[src/rtl/cle_pkg.sv]
// Shared constants, codes and controller/datapath interface types for the line editor.
package cle_pkg;

  localparam int LINE_DEPTH = 32;
  localparam int IDX_W      = $clog2(LINE_DEPTH);
  localparam int CHAR_W     = 7;
  localparam int LEN_W      = 6;
  localparam int RX_W       = 8;
  localparam int APB_DW     = 32;
  localparam int APB_AW     = 3;

  localparam logic [LEN_W-1:0] MAX_LEN_RESET = LEN_W'(32);

  // Register index of max_line_len.
  localparam logic [0:0] REG_MAX_LINE_LEN = 1'b0;

  localparam logic [CHAR_W-1:0] CH_CR      = 7'h0d;
  localparam logic [CHAR_W-1:0] CH_LF      = 7'h0a;
  localparam logic [CHAR_W-1:0] CH_BS      = 7'h08;
  localparam logic [CHAR_W-1:0] CH_DEL     = 7'h7f;
  localparam logic [CHAR_W-1:0] CH_CTRLP   = 7'h10;
  localparam logic [CHAR_W-1:0] CH_SPACE   = 7'h20;
  localparam logic [CHAR_W-1:0] PRINT_BITS = 7'h60;
  localparam logic [CHAR_W-1:0] CH_NUL     = 7'h00;

  typedef enum logic [2:0] {
    SRC_CR,
    SRC_LF,
    SRC_BS,
    SRC_SP,
    SRC_CHAR,
    SRC_STORE,
    SRC_PEND
  } src_t;

  typedef struct packed {
    logic load_char;
    logic wr_term;
    logic wr_char;
    logic emit;
    src_t src;
    logic line;
    logic last;
    logic cur_inc;
    logic cur_dec;
    logic cur_clr;
    logic k_clr;
    logic k_inc;
    logic rd_k;
    logic pend_load;
  } cmd_t;

  typedef struct packed {
    logic is_cr;
    logic is_bs;
    logic is_ctrlp;
    logic is_print;
    logic cur_zero;
    logic can_store;
    logic recall_ok;
    logic dump_last;
    logic slot_free;
  } status_t;

endpackage

[src/rtl/console_line_editor.sv]
// Top level of the line editor: stream ports, APB register and controller/datapath wiring.
// An accepted item is held in char_r and decoded before its first result is loaded into the result register.
// Only one item is in work at a time; each result of an item passes through the single result
// register, so a carriage return that dumps a full line holds off new input until its last result.
// Results stall the sequencer whenever a result is waiting and out_tready is low.
// Reset (rst_n low, synchronous) clears the line store, cursor and output valid; max_line_len is 32.
module console_line_editor import cle_pkg::*; (
  input  logic              clk,
  input  logic              rst_n,
  input  logic              in_tvalid,
  output logic              in_tready,
  input  logic [7:0]        in_tdata,     // [7:0] rx_char
  output logic              out_tvalid,
  input  logic              out_tready,
  output logic [7:0]        out_tdata,    // [6:0] out_char, [7] zero fill
  output logic [0:0]        out_tuser,    // [0] is_line_byte
  output logic              out_tlast,
  input  logic              cfg_psel,
  input  logic              cfg_penable,
  input  logic              cfg_pwrite,
  input  logic [APB_AW-1:0] cfg_paddr,
  input  logic [APB_DW-1:0] cfg_pwdata,
  output logic [APB_DW-1:0] cfg_prdata,
  output logic              cfg_pready
);

  logic [LEN_W-1:0]  max_len_r;
  logic              cfg_wr;
  logic              reg_sel;
  cmd_t              cmd;
  status_t           st;
  logic [CHAR_W-1:0] out_char;
  logic              out_line;

  assign cfg_pready = 1'b1;
  assign reg_sel    = (cfg_paddr[APB_AW-1] == REG_MAX_LINE_LEN);
  assign cfg_wr     = cfg_psel && cfg_penable && cfg_pwrite && cfg_pready;

  always_ff @(posedge clk) begin
    if (!rst_n) begin
      max_len_r <= MAX_LEN_RESET;
    end else if (cfg_wr && reg_sel) begin
      max_len_r <= cfg_pwdata[LEN_W-1:0];
    end
  end

  assign cfg_prdata = reg_sel ? APB_DW'(max_len_r) : '0;

  cle_ctrl u_ctrl (
    .clk       (clk),
    .rst_n     (rst_n),
    .in_tvalid (in_tvalid),
    .in_tready (in_tready),
    .st        (st),
    .cmd       (cmd)
  );

  cle_datapath u_dp (
    .clk          (clk),
    .rst_n        (rst_n),
    .rx_char      (in_tdata),
    .max_line_len (max_len_r),
    .cmd          (cmd),
    .st           (st),
    .out_ready    (out_tready),
    .out_valid    (out_tvalid),
    .out_char     (out_char),
    .out_line     (out_line),
    .out_last     (out_tlast)
  );

  assign out_tdata = {1'b0, out_char};
  assign out_tuser = out_line;

  // Only one item is in work at a time.
  a_one_item: assert property (@(posedge clk) disable iff (!rst_n)
    in_tvalid && in_tready |=> !in_tready)
    else $error("input accepted while an item is in work");

  // Stored line characters are always printable or recalled, never the terminator.
  a_line_nonzero: assert property (@(posedge clk) disable iff (!rst_n)
    out_tvalid && out_tuser[0] |-> out_tdata[CHAR_W-1:0] != CH_NUL)
    else $error("terminator sent as a line byte");

  // A new result is only loaded when the previous one is gone or being taken.
  a_no_overwrite: assert property (@(posedge clk) disable iff (!rst_n)
    cmd.emit |-> st.slot_free)
    else $error("result register overwritten");

endmodule

[src/rtl/cle_ctrl.sv]
// Controller state machine: sequences decode, echo, erase, recall and line dump for each item.
module cle_ctrl import cle_pkg::*; (
  input  logic    clk,
  input  logic    rst_n,
  input  logic    in_tvalid,
  output logic    in_tready,
  input  status_t st,
  output cmd_t    cmd
);

  typedef enum logic [9:0] {
    S_IDLE   = 10'b0000000001,
    S_DECODE = 10'b0000000010,
    S_CR     = 10'b0000000100,
    S_LF     = 10'b0000001000,
    S_DUMP   = 10'b0000010000,
    S_BS_A   = 10'b0000100000,
    S_SP     = 10'b0001000000,
    S_BS_B   = 10'b0010000000,
    S_ECHO   = 10'b0100000000,
    S_RNEXT  = 10'b1000000000
  } state_t;

  state_t state_r, state_nxt;

  always_ff @(posedge clk) begin
    if (!rst_n) begin
      state_r <= S_IDLE;
    end else begin
      state_r <= state_nxt;
    end
  end

  assign in_tready = (state_r == S_IDLE);

  always_comb begin
    state_nxt = state_r;
    cmd       = '0;
    cmd.src   = SRC_CR;
    case (state_r)
      S_IDLE: begin
        if (in_tvalid) begin
          cmd.load_char = 1'b1;
          state_nxt     = S_DECODE;
        end
      end
      S_DECODE: begin
        if (st.is_cr) begin
          cmd.wr_term = 1'b1;
          state_nxt   = S_CR;
        end else if (st.is_bs) begin
          state_nxt = st.cur_zero ? S_IDLE : S_BS_A;
        end else if (st.is_ctrlp) begin
          // The first recalled character is held back until we know if it is the last.
          if (st.recall_ok) begin
            cmd.pend_load = 1'b1;
            cmd.cur_inc   = 1'b1;
            state_nxt     = S_RNEXT;
          end else begin
            state_nxt = S_IDLE;
          end
        end else if (st.is_print && st.can_store) begin
          state_nxt = S_ECHO;
        end else begin
          state_nxt = S_IDLE;
        end
      end
      S_CR: begin
        if (st.slot_free) begin
          cmd.emit  = 1'b1;
          cmd.src   = SRC_CR;
          state_nxt = S_LF;
        end
      end
      S_LF: begin
        cmd.k_clr = 1'b1;
        if (st.slot_free) begin
          cmd.emit  = 1'b1;
          cmd.src   = SRC_LF;
          cmd.last  = st.cur_zero;
          state_nxt = st.cur_zero ? S_IDLE : S_DUMP;
        end
      end
      S_DUMP: begin
        cmd.rd_k = 1'b1;
        if (st.slot_free) begin
          cmd.emit  = 1'b1;
          cmd.src   = SRC_STORE;
          cmd.line  = 1'b1;
          cmd.last  = st.dump_last;
          cmd.k_inc = 1'b1;
          if (st.dump_last) begin
            cmd.cur_clr = 1'b1;
            state_nxt   = S_IDLE;
          end
        end
      end
      S_BS_A: begin
        if (st.slot_free) begin
          cmd.emit  = 1'b1;
          cmd.src   = SRC_BS;
          state_nxt = S_SP;
        end
      end
      S_SP: begin
        if (st.slot_free) begin
          cmd.emit  = 1'b1;
          cmd.src   = SRC_SP;
          state_nxt = S_BS_B;
        end
      end
      S_BS_B: begin
        if (st.slot_free) begin
          cmd.emit    = 1'b1;
          cmd.src     = SRC_BS;
          cmd.last    = 1'b1;
          cmd.cur_dec = 1'b1;
          state_nxt   = S_IDLE;
        end
      end
      S_ECHO: begin
        if (st.slot_free) begin
          cmd.emit    = 1'b1;
          cmd.src     = SRC_CHAR;
          cmd.last    = 1'b1;
          cmd.wr_char = 1'b1;
          cmd.cur_inc = 1'b1;
          state_nxt   = S_IDLE;
        end
      end
      S_RNEXT: begin
        if (st.slot_free) begin
          cmd.emit = 1'b1;
          cmd.src  = SRC_PEND;
          cmd.last = !st.recall_ok;
          if (st.recall_ok) begin
            cmd.pend_load = 1'b1;
            cmd.cur_inc   = 1'b1;
          end else begin
            state_nxt = S_IDLE;
          end
        end
      end
      default: begin
        state_nxt = S_IDLE;
      end
    endcase
  end

endmodule

[src/rtl/cle_datapath.sv]
// Datapath: line store, cursor, dump index, character decode and the output register.
module cle_datapath import cle_pkg::*; (
  input  logic              clk,
  input  logic              rst_n,
  input  logic [RX_W-1:0]   rx_char,
  input  logic [LEN_W-1:0]  max_line_len,
  input  cmd_t              cmd,
  output status_t           st,
  input  logic              out_ready,
  output logic              out_valid,
  output logic [CHAR_W-1:0] out_char,
  output logic              out_line,
  output logic              out_last
);

  logic [CHAR_W-1:0] store_r [LINE_DEPTH];
  logic [IDX_W-1:0]  cursor_r, cursor_nxt;
  logic [IDX_W-1:0]  k_r, k_nxt;
  logic [CHAR_W-1:0] char_r;
  logic [CHAR_W-1:0] pend_r;
  logic              out_valid_r, out_valid_nxt;
  logic [CHAR_W-1:0] out_char_r;
  logic              out_line_r;
  logic              out_last_r;

  logic [IDX_W-1:0]  rd_addr;
  logic [CHAR_W-1:0] rd_data;
  logic [LEN_W-1:0]  lim;
  logic [LEN_W-1:0]  cap;
  logic [CHAR_W-1:0] emit_char;

  // Usable length is the register clipped to the store depth, minus one for the terminator.
  always_comb begin
    lim = (max_line_len > LEN_W'(LINE_DEPTH)) ? LEN_W'(LINE_DEPTH) : max_line_len;
    cap = (lim == '0) ? '0 : lim - LEN_W'(1);
  end

  assign rd_addr = cmd.rd_k ? k_r : cursor_r;
  assign rd_data = store_r[rd_addr];

  always_comb begin
    st.is_cr     = (char_r == CH_CR);
    st.is_bs     = (char_r == CH_BS) || (char_r == CH_DEL);
    st.is_ctrlp  = (char_r == CH_CTRLP);
    st.is_print  = ((char_r & PRINT_BITS) != '0);
    st.cur_zero  = (cursor_r == '0);
    st.can_store = (LEN_W'(cursor_r) < cap);
    st.recall_ok = (LEN_W'(cursor_r) < cap) && (rd_data != CH_NUL);
    st.dump_last = ((k_r + IDX_W'(1)) == cursor_r);
    st.slot_free = !out_valid_r || out_ready;
  end

  always_comb begin
    case (cmd.src)
      SRC_CR:    emit_char = CH_CR;
      SRC_LF:    emit_char = CH_LF;
      SRC_BS:    emit_char = CH_BS;
      SRC_SP:    emit_char = CH_SPACE;
      SRC_CHAR:  emit_char = char_r;
      SRC_STORE: emit_char = rd_data;
      SRC_PEND:  emit_char = pend_r;
      default:   emit_char = CH_NUL;
    endcase
  end

  always_comb begin
    cursor_nxt = cursor_r;
    if (cmd.cur_clr) begin
      cursor_nxt = '0;
    end else if (cmd.cur_inc) begin
      cursor_nxt = cursor_r + IDX_W'(1);
    end else if (cmd.cur_dec) begin
      cursor_nxt = cursor_r - IDX_W'(1);
    end
  end

  always_comb begin
    k_nxt = k_r;
    if (cmd.k_clr) begin
      k_nxt = '0;
    end else if (cmd.k_inc) begin
      k_nxt = k_r + IDX_W'(1);
    end
  end

  always_comb begin
    out_valid_nxt = out_valid_r;
    if (cmd.emit) begin
      out_valid_nxt = 1'b1;
    end else if (out_ready) begin
      out_valid_nxt = 1'b0;
    end
  end

  always_ff @(posedge clk) begin
    if (!rst_n) begin
      cursor_r    <= '0;
      k_r         <= '0;
      out_valid_r <= 1'b0;
      for (int i = 0; i < LINE_DEPTH; i++) begin
        store_r[i] <= CH_NUL;
      end
    end else begin
      cursor_r    <= cursor_nxt;
      k_r         <= k_nxt;
      out_valid_r <= out_valid_nxt;
      if (cmd.wr_term) begin
        store_r[cursor_r] <= CH_NUL;
      end else if (cmd.wr_char) begin
        store_r[cursor_r] <= char_r;
      end
    end
  end

  always_ff @(posedge clk) begin
    if (cmd.load_char) begin
      char_r <= rx_char[CHAR_W-1:0];
    end
    if (cmd.pend_load) begin
      pend_r <= rd_data;
    end
    if (cmd.emit) begin
      out_char_r <= emit_char;
      out_line_r <= cmd.line;
      out_last_r <= cmd.last;
    end
  end

  assign out_valid = out_valid_r;
  assign out_char  = out_char_r;
  assign out_line  = out_line_r;
  assign out_last  = out_last_r;

endmodule

[config.mk]
export PLATFORM = sky130hd
export DESIGN_NAME = console_line_editor
export DESIGN_NICKNAME = d
export VERILOG_FILES = /design/src/rtl/cle_pkg.sv /design/src/rtl/console_line_editor.sv /design/src/rtl/cle_ctrl.sv /design/src/rtl/cle_datapath.sv
export SDC_FILE = /design/constraint.sdc
export NUM_CORES = 1
export LEC_CHECK = 0
export BUFFER_PORTS_ARGS = -buffer_cell sky130_fd_sc_hd__buf_2
export CORE_MARGIN = 2
export CORE_UTILIZATION = 24
export CTS_CLUSTER_SIZE = 14
export DETAILED_ROUTE_END_ITERATION = 8
export PLACE_DENSITY = 0.42
export SETUP_SLACK_MARGIN = 0.2
export SLEW_MARGIN = 20
export SYNTH_ARGS = -nofsm -noshare
export SYNTH_HDL_FRONTEND = slang
export SYNTH_SLANG_ARGS = --single-unit
[constraint.sdc]
create_clock -name clk -period 12.9 [get_ports clk]
set_input_delay 0.645 -clock clk [delete_from_list [all_inputs] [get_ports clk]]
set_output_delay 0.645 -clock clk [all_outputs]
set_load 0.1 [all_outputs]
# Word level (Yosys, flattened, before mapping)
# Memory sizes are Yosys's and may differ from the RTL's.
# Index checks and enable logic that the tools add are counted.
# classes
n_addsub	4
n_lt_le_gt_ge	2
eq_ne	31
mux	70
n_bitwise	3
n_reduce_logical	22
# ops
operator	n
10-bit 2-to-1 mux	14
10-bit one-hot mux with 9 select lines	1
7-bit one-hot mux with 7 select lines	1
5-bit 2-to-1 mux	6
6-bit 2-to-1 mux	5
1-bit 2-to-1 mux	28
4-bit one-hot mux with 7 select lines	1
4-bit 2-to-1 mux	5
2-bit != test, second input constant	8
7-bit by 4-bit equality test with 1-bit output, second input constant	2
7-bit 2-to-1 mux	2
7-bit nonzero test	2
5-bit by 1-bit adder with 5-bit output, second input constant	2
10-bit by 1-bit equality test with 1-bit output, second input constant	1
10-bit equality test, second input constant	1
10-bit by 2-bit equality test with 1-bit output, second input constant	1
10-bit by 3-bit equality test with 1-bit output, second input constant	1
10-bit by 4-bit equality test with 1-bit output, second input constant	1
10-bit by 5-bit equality test with 1-bit output, second input constant	1
10-bit by 6-bit equality test with 1-bit output, second input constant	1
10-bit by 7-bit equality test with 1-bit output, second input constant	1
10-bit by 8-bit equality test with 1-bit output, second input constant	1
10-bit by 9-bit equality test with 1-bit output, second input constant	1
10-bit AND reduction	1
27 further kinds	44
# totals
ff_bits	50
ram_bits	224
input_bits	50
out_inout_bits	45
word_cells	143
n_memories	1
# mem_list
memory	depth	width	read_ports	rd_clocked_by_memory_dff	wr	line	rtl
u_dp.store_r	32	7	1	0	32	cle_datapath.sv:16	logic [CHAR_W-1:0] store_r [LINE_DEPTH];

# Logic depth before layout (Yosys ltp)
# An unclocked memory read counts as a cell.
# logic_depth
word_depth	14
depth_mapped	21

# Hierarchy
# Synthesis repeated with hierarchy kept, for this count alone.
# unflattened
cells_unflattened	1290
hier_area_um2	13496.7
# modules_own_cells
module	n_inst	cells_each	area_each_um2
cle_datapath	1	1106	12076.6
cle_ctrl	1	121	894.6
console_line_editor	1	63	525.5

# Worst setup path after synthesis
# No wires, ideal clock.
# synth_path
path_type	reg2reg
from	register u_ctrl.state_r[9]
to	register u_dp.cursor_r[4]
setup_time_ns	0.120
arrival_ns	4.543
required_time_ns	12.780
slack_ns	8.237
path_stages_with_launch	18
path_buffers	1
synth_period_minus_slack_ns	4.663
path_cell_list	dfxtp_1 > buf_2 > nor4_4 > a31oi_1 > nor2_2 > mux2_1 > a2111oi_0 > o211ai_1 > or3_4 > nor4_2 > a21o_1 > inv_1 > fa_1 > nor2b_1 > o21ai_0 > a221oi_1 > o21ai_0 > nor3b_1
# synth_via
elab_chain_len	12
elab_cells_between_ends	21
cone_classes	eq/ne (5); mux (11); reduce/logical (4); memory (1)
# synth_rtl
item	line	rtl
start, declared	cle_ctrl.sv:24	state_t state_r, state_nxt;
start signal, assigned	cle_ctrl.sv:30	state_r <= state_nxt;
10-bit by 5-bit equality test with 1-bit output *	cle_ctrl.sv:40	case (state_r)
2-bit 2-to-1 mux *	cle_ctrl.sv:40	
5-bit 2-to-1 mux *	cle_datapath.sv:38	assign rd_addr = cmd.rd_k ? k_r : cursor_r;
memory read 32 x 7 bit *	--	
named net u_dp.rd_data[6]	cle_datapath.sv:27	logic [CHAR_W-1:0] rd_data;
7-bit nonzero test *	cle_datapath.sv:48	st.recall_ok = (LEN_W'(cursor_r) < cap) && (rd_data != CH_NUL);
1-bit logical AND *	cle_datapath.sv:48	
1-bit 2-to-1 mux *	cle_ctrl.sv:55, cle_ctrl.sv:136	
1-bit 2-to-1 mux	cle_ctrl.sv:53	end else if (st.is_ctrlp) begin
1-bit 2-to-1 mux	cle_ctrl.sv:51	end else if (st.is_bs) begin
1-bit 2-to-1 mux	cle_ctrl.sv:48	if (st.is_cr) begin
1-bit one-hot mux with 3 select lines *	cle_ctrl.sv:40	
5-bit 2-to-1 mux or 2-bit nonzero test (tied branches)	--	
end signal, assigned	cle_datapath.sv:104	cursor_r <= cursor_nxt;
end, declared	cle_datapath.sv:17	logic [IDX_W-1:0] cursor_r, cursor_nxt;
# Mark *: on every way through the listed nets, which the timed path passes. The rest lies on a longest branch.
# A chain may end at the register's enable or synchronous reset.

# Worst setup path in the final report
# Ends and elaborated chain as after synthesis.

==> qor.yml <==
status:
  status: "complete, no violations"
synthesis:
  synth_top_area_share: 0.538
  ys_seq_area_frac: 0.577
  synthFlopType: "edfxtp_1"
  syn_inst: 1307
  yosysUniqueCellTypes: 78
  async_flop_share: 0
  yosysTopAreaCell: "edfxtp_1"
  synth-edff-count: 247
  synth.area.top_cells: "edfxtp_1 54%, nor2_1 7.5%, mux2i_1 4.7%"
  netlist_top_cells_count: "277 x nor2_1, 247 x edfxtp_1, 151 x nand2_1"
  syn_area_um2: 13800
  synth_most_common_cell: "nor2_1"
  yosys_warnings: 0
  synth_seq_cells: 274
  syn_area_per_cell_um2: 10.6
grt:
  grt_pass1_vias: 9949
  grt_max_degree: 55
  grt_pass1_wl_um: 65900
  track_usage: 0.147
  grt-ovfl-total: 0
  antenna_found_initial: 0
route:
  m1WireLength_um: 19800
  drc_errors: 0
  wirelength_um: 44200
  dr_wl_met2_um: 21000
  highest_layer: "met4"
  first_pass_iters: 5
  routedWlPerCell_um: 21.1
  ant_nets: 0
  vias_per_cell: 4.88
  vias: 10300
  first_iter_violations: 775
  wl_met3_um: 1980
pwr:
  p_total_uw: 2370
  ir_drop_mv: 0.110
  p_sw_uw: 716
  p_int_uw: 1650
  p_clk_frac: 0.385
  combPwrFrac: 0.174
  p_leak_uw: 0.00551
  power.density_nw_per_um2: 151
  power.share.switching: 0.302
  p_seq_frac: 0.441
setup_path:
  arrival_ns: 7.46
  timing.rr.start: "u_ctrl.state_r[9]$_SDFFE_PN0P_"
  r2r-end: "u_dp.cursor_r[4]$_SDFFE_PP0P_"
  worst-r2r-setup-slack_ns: 5.84
  rr_worst_depth: 17
  criticalPathCategory: "reg -> reg"
  worstPathMaxFanout: 54
  cp-end-kind: "flip-flop"
  crit_path_start_kind: "flip-flop"
  required_ns: 13.30
timing:
  final.setup_skew_ns: 0.0172
  worst_pin_slew_ns: 1.19
  final.period_utilization: 0.547
  rsz0062_at_grt: "false"
  fmax_mhz: 142
  setup_violations: 0
  fin_setup_tns_ns: 0
  slew_violations: 0
  period_needed_ns: 7.06
  hold_viol: 0
  slew_headroom: 0.204
cts:
  clk_latency_ns: 0.53
  postCtsSetupRepairBufs: 0
  root_buffer: "clkbuf_16"
  htreeDepth: 2
  cts_tree: "built"
  cts_hold_buf: 0
  clk_pin_slew_ns: 0.06
  clk_path_buf_depth: 3
  cts_sinks: 274
  cts_resized: 0
  cts-buffers-inserted: 34
die:
  placementRows: 87
  die_h_um: 244
  die_width_um: 244
  core-area_um2: 56600
  ioPinCount: 95
  start_util: 0.244
  die-area_um2: 59400
final_layout:
  syn_to_final_growth_pct: 13.8
  nFillCells: 5972
  fin_nets: 1381
  drive_above_1_share: 0.103
  diodes: 0
hold_path:
  whs_path_depth: 1
  holdPathEnd: "u_dp.char_r[1]$_DFFE_PP_"
  min-delay-start: "in_tdata[1]"
  min_path_type: "in -> reg"
job:
  max-cap-violations: 0
place:
  port_buffers: 37
  routabilityCongestion: 0.842
  dp_hpwl_um: 29500
-- stage by stage --
step	worst slack, ns	hold WS [ns]	util	cells	cell area (µm²)
after floorplan	8.24	0.503	-	1333	13900
after global placement	5.82	0.539	0.259	2041	14600
after detailed placement	5.85	0.534	0.259	2041	14600
after CTS	5.84	0.288	0.277	2099	15700
after global routing	5.51	0.296	0.277	2099	15700
final	5.84	0.307	0.277	2099	15700
-- state kept, by name, summed over array words and instances, names as in the netlist --
signal          cells
u_dp.store_r      224
u_ctrl.state_r     10
u_dp.char_r         7
u_dp.out_char       7
u_dp.pend_r         7
max_len_r           6
u_dp.cursor_r       5
u_dp.k_r            5
u_dp.out_last       1
u_dp.out_line       1
u_dp.out_valid      1
-- final cells by class --
class,count,area [µm²],share of cell area
flip-flops and latches,274,7960,0.507
multi-input cells,937,5350,0.341
well taps,756,946,0.0603
clock buffers,42,902,0.0575
repair buffers,55,320,0.0204
clock inverters,16,153,0.00972
inverters,19,71.3,0.00454
-- metal layers --
layer,global-route usage,vias to the layer above
li1,-,4720
met4,0.0542,0
met2,0.242,299
met1,0.198,5161
met5,0,-
met3,0.0164,70
-- cell families (layout without fill, tap and decap cells) --
group                      Yosys count  count (layout)  share of synthesized area
xor gates and xnor gates            18              18                     0.0114
AOI/OAI and AO/OA                  193             193                     0.0988
buffers and inverters              122             132                     0.0435
adders and majority gates           10              10                    0.00961
other                                2              28                   0.000544
and+or+nand+nor                    605             605                      0.197
muxes                               83              83                     0.0619
DFF                                274             274                      0.577
-- worst max-delay path, cell delays in order (launching register included) --
cell and delay [ns]:
dfxtp_1 0.40, nor4_4 0.67, a31oi_2 0.53, nor2_4 0.37, buf_4 0.71, mux2i_1 0.34, o21ai_0 0.21, nor4_1 0.86
nand4_1 0.49, nor4_2 0.56, a21o_1 0.34, inv_1 0.15, fa_1 0.47, nor2b_1 0.11, o21ai_0 0.10, a221oi_1 0.32
o21ai_0 0.12, nor3b_1 0.17
-- worst max-delay path by stage --
| stage | start | endpoint | slack, ns |
|---|---|---|---|
| 6_report | u_ctrl.state_r[9]$_SDFFE_PN0P_ | u_dp.cursor_r[4]$_SDFFE_PP0P_ | 5.84 |
| 5_1_grt | u_ctrl.state_r[0]$_SDFFE_PN1P_ | u_dp.cursor_r[4]$_SDFFE_PP0P_ | 5.51 |
| 4_1_cts | u_ctrl.state_r[0]$_SDFFE_PN1P_ | u_dp.cursor_r[4]$_SDFFE_PP0P_ | 5.84 |
| 3_5_place_dp | u_ctrl.state_r[0]$_SDFFE_PN1P_ | u_dp.cursor_r[4]$_SDFFE_PP0P_ | 5.85 |
| 3_3_place_gp | u_ctrl.state_r[0]$_SDFFE_PN1P_ | u_dp.cursor_r[4]$_SDFFE_PP0P_ | 5.82 |
| 2_1_floorplan | u_ctrl.state_r[9]$_SDFFE_PN0P_ | u_dp.cursor_r[4]$_SDFFE_PP0P_ | 8.24 |
-- cell usage in the layout, fill, tap and decap left out, types with 16 or more instances in the layout --
| cell type | instances |
|---|---|
| edfxtp_1 | 247 |
| nand2_1 | 151 |
| buf_2 | 37 |
| a211oi_1 | 25 |
| mux2i_1 | 65 |
| conb_1 | 28 |
| o21ai_0 | 28 |
| a21oi_1 | 34 |
| clkbuf_16 | 35 |
| buf_4 | 18 |
| nand3_1 | 35 |
| and3_1 | 33 |
| dfxtp_1 | 27 |
| nor2_1 | 277 |
| nor2b_1 | 16 |
| nor3_1 | 27 |
| inv_1 | 18 |
| mux2_2 | 16 |
-- power by group through the flow --
stage / Sequential, µW / Clock, µW / Combinational [µW]
global placement: 1060 / 0 / 413
CTS: 1050 / 930 / 414
detailed placement: 1060 / 0 / 413
floorplan: 1060 / 0 / 296
global route: 1050 / 969 / 439
finish: 1050 / 912 / 413
No activity file was read; power rests on OpenSTA's default activity.
